$ cat src/delimited_decimal_list_parser_macros.svh
// assertion macros used by the decimal list parser core
`ifndef DELIMITED_DECIMAL_LIST_PARSER_MACROS_SVH
`define DELIMITED_DECIMAL_LIST_PARSER_MACROS_SVH

`ifndef SYNTHESIS

// same-cycle implication, checked on the block clock outside reset
`define DDLP_ASSERT_IMPL(label, ante, cons) \
   label: assert property (@(posedge clock) disable iff (reset) (ante) |-> (cons)) \
      else $error("ddlp assertion failed");

// next-cycle implication, checked on the block clock outside reset
`define DDLP_ASSERT_NEXT(label, ante, cons) \
   label: assert property (@(posedge clock) disable iff (reset) (ante) |=> (cons)) \
      else $error("ddlp assertion failed");

`else

`define DDLP_ASSERT_IMPL(label, ante, cons)
`define DDLP_ASSERT_NEXT(label, ante, cons)

`endif

`endif

$ cat src/ddlp_pkg.sv
// types, character codes and helpers for the decimal list parser
package ddlp_pkg;

   localparam int DATA_W     = 32;
   localparam int CHAR_W     = 8;
   localparam int OUT_FIELDS = 6;
   localparam int CSR_ADDR_W = 2;

   localparam logic [CHAR_W-1:0] CHAR_ZERO  = 8'h30;
   localparam logic [CHAR_W-1:0] CHAR_NINE  = 8'h39;
   localparam logic [CHAR_W-1:0] CHAR_SEMI  = 8'h3B;
   localparam logic [CHAR_W-1:0] CHAR_COLON = 8'h3A;
   localparam logic [CHAR_W-1:0] CHAR_MINUS = 8'h2D;

   localparam logic [CSR_ADDR_W-1:0] REG_ABSENT_VALUE = '0;
   localparam logic [DATA_W-1:0]     ABSENT_RESET     = 32'h7FFF_FFFF;

   typedef enum logic [1:0] {
      KIND_OTHER,
      KIND_DIGIT,
      KIND_SEP,
      KIND_MINUS
   } char_kind_type;

   typedef struct packed {
      logic [OUT_FIELDS-1:0]             present_mask;
      logic [OUT_FIELDS-1:0][DATA_W-1:0] fields;
   } result_type;

   function automatic char_kind_type classify(input logic [CHAR_W-1:0] c);
      char_kind_type kind;
      if (c >= CHAR_ZERO && c <= CHAR_NINE) begin
         kind = KIND_DIGIT;
      end else if (c == CHAR_SEMI || c == CHAR_COLON) begin
         kind = KIND_SEP;
      end else if (c == CHAR_MINUS) begin
         kind = KIND_MINUS;
      end else begin
         kind = KIND_OTHER;
      end
      return kind;
   endfunction

endpackage

$ cat src/ddlp_ifs.sv
// request and response channel interfaces of the decimal list parser
interface ddlp_req_if;
   import ddlp_pkg::*;

   logic              valid;
   logic              ready;
   logic [CHAR_W-1:0] char_code;
   logic              last_char;

   modport source (output valid, output char_code, output last_char, input ready);
   modport sink (input valid, input char_code, input last_char, output ready);
endinterface

interface ddlp_rsp_if;
   import ddlp_pkg::*;

   logic                     valid;
   logic                     ready;
   logic signed [DATA_W-1:0] field_0;
   logic signed [DATA_W-1:0] field_1;
   logic signed [DATA_W-1:0] field_2;
   logic signed [DATA_W-1:0] field_3;
   logic signed [DATA_W-1:0] field_4;
   logic signed [DATA_W-1:0] field_5;
   logic [OUT_FIELDS-1:0]    present_mask;

   modport source (output valid, output field_0, output field_1, output field_2,
                   output field_3, output field_4, output field_5,
                   output present_mask, input ready);
   modport sink (input valid, input field_0, input field_1, input field_2,
                 input field_3, input field_4, input field_5,
                 input present_mask, output ready);
endinterface

$ cat src/ddlp_csr.sv
// apb register file holding the absent field code
module ddlp_csr (
   input  logic                             clock,
   input  logic                             reset,
   input  logic                             psel,
   input  logic                             penable,
   input  logic                             pwrite,
   input  logic [ddlp_pkg::CSR_ADDR_W-1:0]  paddr,
   input  logic [ddlp_pkg::DATA_W-1:0]      pwdata,
   output logic [ddlp_pkg::DATA_W-1:0]      prdata,
   output logic                             pready,
   output logic [ddlp_pkg::DATA_W-1:0]      absent_value
);
   import ddlp_pkg::*;

   logic [DATA_W-1:0] absent_ff;
   logic [DATA_W-1:0] absent_in;
   logic              hit_absent;
   logic              wr_en;

   // paddr is shifted to drop the byte offset; no word address bits remain, so every address selects the register
   assign hit_absent = ((paddr >> 2) == REG_ABSENT_VALUE);
   assign pready     = 1'b1;
   assign wr_en      = psel && penable && pwrite && pready;

   always_comb begin
      absent_in = absent_ff;
      if (wr_en && hit_absent) begin
         absent_in = pwdata;
      end
   end

   always_ff @(posedge clock) begin
      if (reset) begin
         absent_ff <= ABSENT_RESET;
      end else begin
         absent_ff <= absent_in;
      end
   end

   assign prdata       = hit_absent ? absent_ff : '0;
   assign absent_value = absent_ff;

endmodule

$ cat src/ddlp_parse_core.sv
// per-character parse state, field lanes and result formation
`include "delimited_decimal_list_parser_macros.svh"

module ddlp_parse_core #(
   parameter int NUM_FIELDS = 6
) (
   input  logic                         clock,
   input  logic                         reset,
   input  logic                         take,
   input  logic [ddlp_pkg::CHAR_W-1:0]  char_code,
   input  logic                         last_char,
   input  logic [ddlp_pkg::DATA_W-1:0]  absent_value,
   output ddlp_pkg::result_type         result
);
   import ddlp_pkg::*;

   localparam int IDX_W = $clog2(NUM_FIELDS + 1);

   logic [NUM_FIELDS-1:0][DATA_W-1:0] acc_ff, acc_in, acc_upd;
   logic [NUM_FIELDS-1:0]             seen_ff, seen_in, seen_upd;
   logic [NUM_FIELDS-1:0]             mask_ff, mask_in, mask_upd;
   logic [IDX_W-1:0]                  idx_ff, idx_in, idx_upd;
   logic                              neg_ff, neg_in, neg_upd;

   char_kind_type kind;
   logic          fields_open;
   logic [3:0]    digit;

   logic [OUT_FIELDS-1:0][DATA_W-1:0] fields_out;
   logic [OUT_FIELDS-1:0]             mask_out;

   assign kind        = classify(char_code);
   assign fields_open = (idx_ff < IDX_W'(NUM_FIELDS));
   assign digit       = 4'(char_code - CHAR_ZERO);

   always_comb begin
      idx_upd = idx_ff;
      neg_upd = neg_ff;
      if (fields_open) begin
         case (kind)
            KIND_SEP: begin
               idx_upd = idx_ff + 1'b1;
               neg_upd = 1'b0;
            end
            KIND_MINUS: begin
               neg_upd = 1'b1;
            end
            default: begin
            end
         endcase
      end
   end

   // one lane per field, only the lane at the current index moves
   for (genvar k = 0; k < NUM_FIELDS; k++) begin : g_lane
      logic              hit;
      logic [DATA_W-1:0] lane_acc;
      logic              lane_seen;
      logic              lane_mask;

      assign hit = (idx_ff == IDX_W'(k));

      always_comb begin
         lane_acc  = acc_ff[k];
         lane_seen = seen_ff[k];
         lane_mask = mask_ff[k];
         if (hit) begin
            case (kind)
               KIND_DIGIT: begin
                  lane_acc  = (acc_ff[k] << 3) + (acc_ff[k] << 1) + DATA_W'(digit);
                  lane_seen = 1'b1;
               end
               KIND_SEP: begin
                  if (neg_ff) begin
                     lane_acc = '0 - acc_ff[k];
                  end
                  lane_mask = seen_ff[k];
               end
               default: begin
               end
            endcase
         end
      end

      assign acc_upd[k]  = lane_acc;
      assign seen_upd[k] = lane_seen;
      assign mask_upd[k] = lane_mask;
   end

   // the last character of a string leaves the state cleared
   always_comb begin
      if (last_char) begin
         acc_in  = '0;
         seen_in = '0;
         mask_in = '0;
         idx_in  = '0;
         neg_in  = 1'b0;
      end else begin
         acc_in  = acc_upd;
         seen_in = seen_upd;
         mask_in = mask_upd;
         idx_in  = idx_upd;
         neg_in  = neg_upd;
      end
   end

   always_ff @(posedge clock) begin
      if (reset) begin
         acc_ff  <= '0;
         seen_ff <= '0;
         mask_ff <= '0;
         idx_ff  <= '0;
         neg_ff  <= 1'b0;
      end else if (take) begin
         acc_ff  <= acc_in;
         seen_ff <= seen_in;
         mask_ff <= mask_in;
         idx_ff  <= idx_in;
         neg_ff  <= neg_in;
      end
   end

   for (genvar k = 0; k < OUT_FIELDS; k++) begin : g_out
      if (k < NUM_FIELDS) begin : g_live
         assign fields_out[k] = seen_upd[k] ? acc_upd[k] : absent_value;
         assign mask_out[k]   = mask_upd[k];
      end else begin : g_unused
         assign fields_out[k] = absent_value;
         assign mask_out[k]   = 1'b0;
      end
   end

   assign result.fields       = fields_out;
   assign result.present_mask = mask_out;

   `DDLP_ASSERT_IMPL(a_index_bound, 1'b1, idx_ff <= IDX_W'(NUM_FIELDS))
   `DDLP_ASSERT_NEXT(a_clear_after_last, take && last_char, idx_ff == '0 && seen_ff == '0 && !neg_ff)
   `DDLP_ASSERT_IMPL(a_mask_needs_digits, 1'b1, (mask_ff & ~seen_ff) == '0)

endmodule

$ cat src/ddlp_out_reg.sv
// result register between the parse logic and the response channel
module ddlp_out_reg (
   input  logic                  clock,
   input  logic                  reset,
   input  logic                  load,
   input  ddlp_pkg::result_type  result,
   output logic                  can_load,
   ddlp_rsp_if.source            rsp_chan
);
   import ddlp_pkg::*;

   logic       valid_ff;
   logic       valid_in;
   result_type payload_ff;

   assign can_load = !valid_ff || rsp_chan.ready;

   always_comb begin
      valid_in = valid_ff;
      if (can_load) begin
         valid_in = load;
      end
   end

   always_ff @(posedge clock) begin
      if (reset) begin
         valid_ff <= 1'b0;
      end else begin
         valid_ff <= valid_in;
      end
   end

   always_ff @(posedge clock) begin
      if (load && can_load) begin
         payload_ff <= result;
      end
   end

   assign rsp_chan.valid        = valid_ff;
   assign rsp_chan.field_0      = $signed(payload_ff.fields[0]);
   assign rsp_chan.field_1      = $signed(payload_ff.fields[1]);
   assign rsp_chan.field_2      = $signed(payload_ff.fields[2]);
   assign rsp_chan.field_3      = $signed(payload_ff.fields[3]);
   assign rsp_chan.field_4      = $signed(payload_ff.fields[4]);
   assign rsp_chan.field_5      = $signed(payload_ff.fields[5]);
   assign rsp_chan.present_mask = payload_ff.present_mask;

endmodule

$ cat src/delimited_decimal_list_parser.sv
// delimited decimal list parser: request channel of characters in, one response per string
//
// requests carry one character each plus a flag marking the end of the string. up to
// NUM_FIELDS signed decimal integers separated by ';' or ':' are parsed; '-' negates a
// field when its separator arrives, other characters are ignored.
// a request is taken in every cycle while the result register is free or being read,
// so the sustained rate is one character per cycle; the parse lanes are the only
// logic between the state registers and the result register.
// the request flagged last produces one response, visible in the cycle after it is taken;
// the parse state clears in that same cycle so the next string can follow at once.
// when the receiver stalls with a response pending, req ready drops until it is taken.
// fields without digits report the absent code written at apb offset 0.
// reset clears the parse state and the pending response and loads the absent code
// with 32'h7fffffff; no clearing pass is needed.
module delimited_decimal_list_parser #(
   parameter int NUM_FIELDS = 6
) (
   input  logic                             clock,
   input  logic                             reset,
   ddlp_req_if.sink                         req_chan,
   ddlp_rsp_if.source                       rsp_chan,
   input  logic                             psel,
   input  logic                             penable,
   input  logic                             pwrite,
   input  logic [ddlp_pkg::CSR_ADDR_W-1:0]  paddr,
   input  logic [ddlp_pkg::DATA_W-1:0]      pwdata,
   output logic [ddlp_pkg::DATA_W-1:0]      prdata,
   output logic                             pready
);
   import ddlp_pkg::*;

   logic [DATA_W-1:0] absent_value;
   logic              take;
   logic              can_load;
   result_type        result;

   assign req_chan.ready = can_load;
   assign take           = req_chan.valid && req_chan.ready;

   ddlp_csr u_csr (
      .clock        (clock),
      .reset        (reset),
      .psel         (psel),
      .penable      (penable),
      .pwrite       (pwrite),
      .paddr        (paddr),
      .pwdata       (pwdata),
      .prdata       (prdata),
      .pready       (pready),
      .absent_value (absent_value)
   );

   ddlp_parse_core #(
      .NUM_FIELDS (NUM_FIELDS)
   ) u_core (
      .clock        (clock),
      .reset        (reset),
      .take         (take),
      .char_code    (req_chan.char_code),
      .last_char    (req_chan.last_char),
      .absent_value (absent_value),
      .result       (result)
   );

   ddlp_out_reg u_out (
      .clock    (clock),
      .reset    (reset),
      .load     (take && req_chan.last_char),
      .result   (result),
      .can_load (can_load),
      .rsp_chan (rsp_chan)
   );

endmodule
$ cat src/flat_wrapper.sv
// flat-port wrapper written by rule: the top's interface ports become plain ports
module delimited_decimal_list_parser_flat import ddlp_pkg::*;
#(
   parameter int NUM_FIELDS = 6
)
  (clock, reset, psel, penable, pwrite, paddr, pwdata, prdata, pready, req_chan_valid, req_chan_char_code, req_chan_last_char, req_chan_ready, rsp_chan_valid, rsp_chan_field_0, rsp_chan_field_1, rsp_chan_field_2, rsp_chan_field_3, rsp_chan_field_4, rsp_chan_field_5, rsp_chan_present_mask, rsp_chan_ready);
  ddlp_req_if req_chan_i ();
  ddlp_rsp_if rsp_chan_i ();
  input  logic clock;
  input  logic reset;
  input  logic psel;
  input  logic penable;
  input  logic pwrite;
  input  logic [ddlp_pkg::CSR_ADDR_W-1:0] paddr;
  input  logic [ddlp_pkg::DATA_W-1:0] pwdata;
  output logic [ddlp_pkg::DATA_W-1:0] prdata;
  output logic pready;
  input wire logic [$bits(req_chan_i.valid)-1:0] req_chan_valid;
  input wire logic [$bits(req_chan_i.char_code)-1:0] req_chan_char_code;
  input wire logic [$bits(req_chan_i.last_char)-1:0] req_chan_last_char;
  output wire logic [$bits(req_chan_i.ready)-1:0] req_chan_ready;
  output wire logic [$bits(rsp_chan_i.valid)-1:0] rsp_chan_valid;
  output wire logic [$bits(rsp_chan_i.field_0)-1:0] rsp_chan_field_0;
  output wire logic [$bits(rsp_chan_i.field_1)-1:0] rsp_chan_field_1;
  output wire logic [$bits(rsp_chan_i.field_2)-1:0] rsp_chan_field_2;
  output wire logic [$bits(rsp_chan_i.field_3)-1:0] rsp_chan_field_3;
  output wire logic [$bits(rsp_chan_i.field_4)-1:0] rsp_chan_field_4;
  output wire logic [$bits(rsp_chan_i.field_5)-1:0] rsp_chan_field_5;
  output wire logic [$bits(rsp_chan_i.present_mask)-1:0] rsp_chan_present_mask;
  input wire logic [$bits(rsp_chan_i.ready)-1:0] rsp_chan_ready;
  assign req_chan_i.valid = req_chan_valid;
  assign req_chan_i.char_code = req_chan_char_code;
  assign req_chan_i.last_char = req_chan_last_char;
  assign req_chan_ready = req_chan_i.ready;
  assign rsp_chan_valid = rsp_chan_i.valid;
  assign rsp_chan_field_0 = rsp_chan_i.field_0;
  assign rsp_chan_field_1 = rsp_chan_i.field_1;
  assign rsp_chan_field_2 = rsp_chan_i.field_2;
  assign rsp_chan_field_3 = rsp_chan_i.field_3;
  assign rsp_chan_field_4 = rsp_chan_i.field_4;
  assign rsp_chan_field_5 = rsp_chan_i.field_5;
  assign rsp_chan_present_mask = rsp_chan_i.present_mask;
  assign rsp_chan_i.ready = rsp_chan_ready;
  delimited_decimal_list_parser #(.NUM_FIELDS(NUM_FIELDS)) u_core (.clock(clock), .reset(reset), .req_chan(req_chan_i), .rsp_chan(rsp_chan_i), .psel(psel), .penable(penable), .pwrite(pwrite), .paddr(paddr), .pwdata(pwdata), .prdata(prdata), .pready(pready));
endmodule
$ cat config.mk
export PLATFORM = sky130hd
export DESIGN_NAME = delimited_decimal_list_parser_flat
export DESIGN_NICKNAME = d
export VERILOG_FILES = /design/src/ddlp_pkg.sv /design/src/ddlp_ifs.sv /design/src/ddlp_csr.sv /design/src/ddlp_parse_core.sv /design/src/ddlp_out_reg.sv /design/src/delimited_decimal_list_parser.sv /design/src/flat_wrapper.sv
export VERILOG_INCLUDE_DIRS = /design/src /design/src/src
export SDC_FILE = /design/constraint.sdc
export NUM_CORES = 2
export LEC_CHECK = 0
export BUFFER_PORTS_ARGS = -buffer_cell sky130_fd_sc_hd__buf_2
export CAP_MARGIN = 25
export CELL_PAD_IN_SITES_DETAIL_PLACEMENT = 1
export CELL_PAD_IN_SITES_GLOBAL_PLACEMENT = 1
export CORE_AREA = 4 4 227 317
export DETAILED_ROUTE_END_ITERATION = 7
export DIE_AREA = 0 0 231 321
export PLACE_DENSITY = 0.95
export SYNTH_ARGS = -nofsm -noshare
export SYNTH_HDL_FRONTEND = slang
export SYNTH_SLANG_ARGS = --single-unit
$ cat constraint.sdc
create_clock -name clock -period 10.93 [get_ports clock]
set_input_delay 0.5465 -clock clock [delete_from_list [all_inputs] [get_ports clock]]
set_output_delay 0.5465 -clock clock [all_outputs]
set_load 0.1 [all_outputs]
### Yosys cells after proc, flatten, opt, wreduce, memory -nomap -nowiden

Cells that the tools add are included.

| word-level totals | value |
|---|---|
| output and inout port bits | 233 |
| flip-flop bits (word level) | 439 |
| input bits | 50 |
| logic and storage cells | 128 |

| operators by class | value |
|---|---|
| order comparisons | 3 |
| equality and inequality tests | 11 |
| muxes and demuxes | 60 |
| reductions and logical operators | 15 |
| add/subtract/negate cells | 20 |

Operator list:

| cell | count |
|---|---|
| two-way mux 32 bit | 18 |
| one-hot mux 32 bit (2 select lines) | 6 |
| adder 32 bit | 6 |
| adder 32 x 4 -> 32 bit | 6 |
| two-way mux 192 bit | 1 |
| subtractor 1 x 32 -> 32 bit (first input constant) | 6 |
| two-way mux 1 bit | 26 |
| equality test 8 x 6 -> 1 bit (second input constant) | 3 |
| two-way mux 6 bit | 2 |
| two-way mux 3 bit | 3 |
| >= comparator 8 x 6 -> 1 bit (second input constant) | 1 |
| less-or-equal comparator 8 x 6 -> 1 bit (second input constant) | 1 |
| equality test 3 x 2 -> 1 bit (second input constant) | 2 |
| equality test 3 bit (second input constant) | 2 |
| logical AND 1 bit | 6 |
| two-way mux 2 bit | 3 |
| AND reduction 3 bit | 2 |
| equality test 2 bit (second input constant) | 2 |
| nonzero test 2 bit | 2 |
| subtractor 4 x 1 -> 4 bit (second input constant) | 1 |
| adder 3 x 1 -> 3 bit (second input constant) | 1 |
| equality test 3 x 1 -> 1 bit (second input constant) | 1 |
| zero test 3 bit | 1 |
| < comparator 3 bit (second input constant) | 1 |
| 5 further kinds | 6 |

### Logic depth before layout (Yosys ltp)

| depth | value |
|---|---|
| depth in word-level cells | 8 |
| depth in mapped cells | 15 |
| depth with buffers taken out | 14 |

### Cells and area by module

Synthesis repeated with hierarchy kept, for this count alone.

| second synthesis, totals | value |
|---|---|
| cells, all modules | 4409 |
| area total of the unflattened synthesis | 35815.6 um^2 |

Modules (own cells, without submodules):

| module | instances | cells an instance | seq. area each (um^2) | area each (um^2) |
|---|---|---|---|---|
| ddlp_parse_core | 1 | 4030 | 4164.0 | 28233.3 |
| ddlp_out_reg | 1 | 203 | 5965.7 | 6000.8 |
| ddlp_csr | 1 | 174 | 640.6 | 1569.0 |
| delimited_decimal_list_parser | 1 | 2 | 0.0 | 12.5 |

### Worst setup path after synthesis

OpenSTA, ideal clock, no wires.

| timing | value |
|---|---|
| path type | reg-to-reg |
| start point | register u_core.u_out.valid_ff (netlist: u_core.u_out.rsp_chan.valid) |
| end point | register u_core.u_out.payload_ff, in the netlist u_core.u_out.rsp_chan.field_0[0] (enable) |
| buffers on the path | 1 |
| required time | 10380 ps |
| library setup time | 550 ps |
| slack | 4402 ps |
| arrival | 5978 ps |
| stages on the path, launching flop included | 6 |
| clock period less this slack | 6528 ps |
| path through | dfxtp_1 > nand2b_1 > and2_1 > clkbuf_1 > nand2_1 > inv_1 |

| on the way | value |
|---|---|
| cells in the longest elaborated chain, start to end | 5 |

Ends and longest elaborated chain:

| item | RTL line | RTL |
|---|---|---|
| start: declaration | ddlp_out_reg.sv:12 | `logic valid_ff;` |
| start signal: assignment | ddlp_out_reg.sv:29 | `valid_ff <= valid_in;` |
| zero test 1 bit (*) | ddlp_out_reg.sv:16 | `assign can_load = !valid_ff \|\| rsp_chan.ready;` |
| logical OR 1 bit (*) | ddlp_out_reg.sv:16 |  |
| via req_chan_ready | flat_wrapper.sv:21 | `output wire logic [$bits(req_chan_i.ready)-1:0] req_chan_ready;` |
| logical AND 1 bit | delimited_decimal_list_parser.sv:38 | `assign take = req_chan.valid && req_chan.ready;` |
| logical AND 1 bit | delimited_decimal_list_parser.sv:68 | `.load (take && req_chan.last_char),` |
| logical AND 1 bit (*) | ddlp_out_reg.sv:34 | `if (load && can_load) begin` |
| end signal: assignment | ddlp_out_reg.sv:35 | `payload_ff <= result;` |
| end: declaration | ddlp_out_reg.sv:14 | `result_type payload_ff;` |

Mark *: on every way through the listed nets, which the timed path passes. The rest lies on a longest branch.
A chain may end at the register's enable or synchronous reset.

==> reports/results.ini <==
[clock_tree]
clk_transition_reported_paths_ns=0.07
cts_max_path_buffers=3
cts.sinks=439
cts_resized=0
clk_latency_ns=0.63
numCtsBuffers=47
post_cts_buffers=0
cts_hold_buffers=0
cts-root-buf=clkbuf_16
cts_tree=built
htree_levels=2

[finish]
final_cell_mix=528 x nor2_1, 469 x nand2_1, 396 x a21oi_1, 369 x o21ai_0, 359 x ha_1
final_layout_size_suffix_gt1_share_pct=11.0
layout.cells.non_filler=5386
fill_cells=8458
nNetsFinal=4828
final_common_cell=nor2_1
synthToLayoutAreaGrowth_pct=11.8

[logic_synthesis]
synth_area_um2=34300
synth.distinct_cells=83
ys_seq_area_share_pct=31.4
async_reset_ff_share_pct=0
synth.net_count=4647
synth_edf_count=198
yosys_warnings=0
syn_inst=4226
ys.flop_type=dfxtp_1
syn-mean-instance-area_um2=8.11
ys_ff_latch=439

[global_route]
antenna_found_initial=10
grt_usage_pct=37.5
first_global_vias=37600
grt_pass1_wl_um=219000
grt_start_max_net_pins=77
overflow=0

[route]
firstDrtPassIters=7
drtIter0Drc=3847
ant_nets=0
drc=0
routedWlPerCell_um=27.1
routed_wl_um=146000
vias=36700
via_per_inst=6.81

[pwr]
intPower_mw=2.79
p_seq_share_pct=44.7
power_density_nw_per_um2=104
power_frac_clock_pct=43.0
p_sw_mw=1.21
p_leak_nw=16.3
peakVddDrop_mv=0.0942
switching_share_pct=30.3
combPwrFrac_pct=12.2

[setup_path]
arrival_ns=5.12
criticalPathCategory=reg -> reg
critPathRequiredTime_ns=11.25
rr_startpoint=u_core.u_core.acc_ff[96]
cp-start-kind=flop
crit_end=u_core.u_out.rsp_chan.field_3[24]
end_kind=flop
cp-startpoint=u_core.u_core.acc_ff[96]
reg2reg_setup_slack_ns=6.13
rr_worst_depth=13
reg2reg_to=u_core.u_out.rsp_chan.field_3[24]
cp_max_fo=6

[placement]
portBuffers=279
post-dp-hpwl_um=100000
dp.cells=5280
gp_congestion=0.966

[sta]
period_minus_slack_ns=4.80
maxSlewViolCount=0
tns_ns=0
skew_ns=0.0238
fmax_mhz=209
rsz0062_at_grt=false
slew_headroom_pct=20.2
hold_ws_ns=0.137
finalHoldViolCount=0
tightest_slew_ns=1.20
period_share_pct=43.9
setup-violations-final=0

[die]
rows=114
core_um2=69000
die_h_um=321
die_area_um2=74200
initial_core_util_pct=49.7
die_w_um=231
ios=283

[run_status]
status=complete, no violations

[hold_path]
min_path_type=in -> reg

[flow_run]
max_cap_violations=0

-- layer usage --
layer | global-route usage (%) | wire (um)
met5 | 0 | 58
met4 | 32.6 | 14600
met3 | 7.03 | 11900
met2 | 60.6 | 66600
met1 | 42.4 | 52700
-- layout make-up --
class                      instances  area [um2]  area share, %
multi-input combinational       3480       22400           58.5
sequential                       439       10800           28.1
timing repair buffer             350        2020           5.28
clock buffer                      59        1280           3.35
tap                              928        1160           3.03
inverter                          89         342          0.891
clock inverter                    29         299          0.780
antenna                           12        30.0         0.0784
-- how the worst min path moves through the flow --
stage / start / to / depth (start not counted)
after detailed placement: u_core.u_core.acc_ff[159] / u_core.u_core.acc_ff[159] / 2
after global placement: u_core.u_core.acc_ff[127] / u_core.u_core.acc_ff[127] / 2
after global routing: pwdata[22] / u_core.u_csr.absent_value[22] / 3
after floorplan: u_core.u_core.acc_ff[127] / u_core.u_core.acc_ff[127] / 2
final: pwdata[22] / u_core.u_csr.absent_value[22] / 3
after CTS: pwdata[2] / u_core.u_csr.absent_value[2] / 3
-- critical path: stages, from the launching register on --
cell and delay (ns):
dfxtp_1 0.48, inv_1 0.14, fa_1 0.58, fa_1 0.22, nand2b_1 0.20, a211o_1 0.18, a21oi_1 0.11, o41ai_1 0.75
a31oi_1 0.28, o21ai_0 0.73, inv_1 0.13, a31oi_1 0.26, xor2_1 0.28, o211ai_1 0.15
-- state kept, by name, summed over array words and instances (netlist names), 32 cells and up --
register                       count
u_core.u_out.rsp_chan.field_5     32
u_core.u_core.acc_ff             192
u_core.u_out.rsp_chan.field_1     32
u_core.u_out.rsp_chan.field_3     32
u_core.u_csr.absent_value         32
u_core.u_out.rsp_chan.field_2     32
u_core.u_out.rsp_chan.field_4     32
u_core.u_out.rsp_chan.field_0     32
-- stage by stage --
step	instance area [um2]	setup slack, ns	util, %	power [mW]
after floorplan	34300	4.40	-	2.14
after global placement	36600	5.93	53.0	2.28
after detailed placement	36600	5.74	53.0	2.29
after CTS	38200	6.28	55.3	3.99
after global routing	38300	6.03	55.5	4.08
final	38300	6.13	55.5	4.00
-- kinds of logic after synthesis --
kind of cell / after synthesis / synth area share, %
compound gates: 1414 / 25.9
mux: 60 / 1.82
fa+ha+maj: 371 / 13.8
flops: 439 / 31.4
buf+inv: 307 / 3.38
other cells: 1 / 0.0109
simple gates: 1444 / 18.8
xor+xnor: 190 / 4.85
-- cells in the mapped netlist, types with 20 or more instances --
master / number / share of area (%)
a211oi_1: 30 / 0.66
a21o_1: 103 / 2.3
a21oi_1: 396 / 5.8
a22o_1: 24 / 0.61
a22oi_1: 111 / 2.4
a31oi_1: 36 / 0.66
and3_1: 20 / 0.36
clkbuf_1: 201 / 2.2
dfxtp_1: 241 / 14
edfxtp_1: 198 / 17
ha_1: 359 / 13
inv_1: 89 / 0.97
mux2i_1: 42 / 1.2
nand2_1: 470 / 5.1
nand2b_1: 33 / 0.60
nand3_1: 70 / 1.0
nand3b_1: 34 / 0.74
nor2_1: 538 / 5.9
nor2b_1: 34 / 0.62
nor3_1: 100 / 1.5
nor4_1: 23 / 0.42
o211ai_1: 36 / 0.79
o21a_1: 32 / 0.70
o21ai_0: 369 / 5.4
o21bai_1: 30 / 0.66
o221ai_1: 25 / 0.64
o22ai_1: 20 / 0.36
o31ai_1: 63 / 1.4
o41ai_1: 20 / 0.51
or3_1: 37 / 0.68
xnor2_1: 118 / 3.0
xor2_1: 72 / 1.8
-- power by group through the flow --
stage | logic [mW] | registers [mW] | clock network, mW
after global placement | 0.461 | 1.82 | 0
after floorplan | 0.116 | 2.02 | 0
after CTS | 0.477 | 1.78 | 1.73
final | 0.489 | 1.79 | 1.72
after global routing | 0.498 | 1.79 | 1.79
after detailed placement | 0.472 | 1.82 | 0
Power figures use the tool's default switching activity.
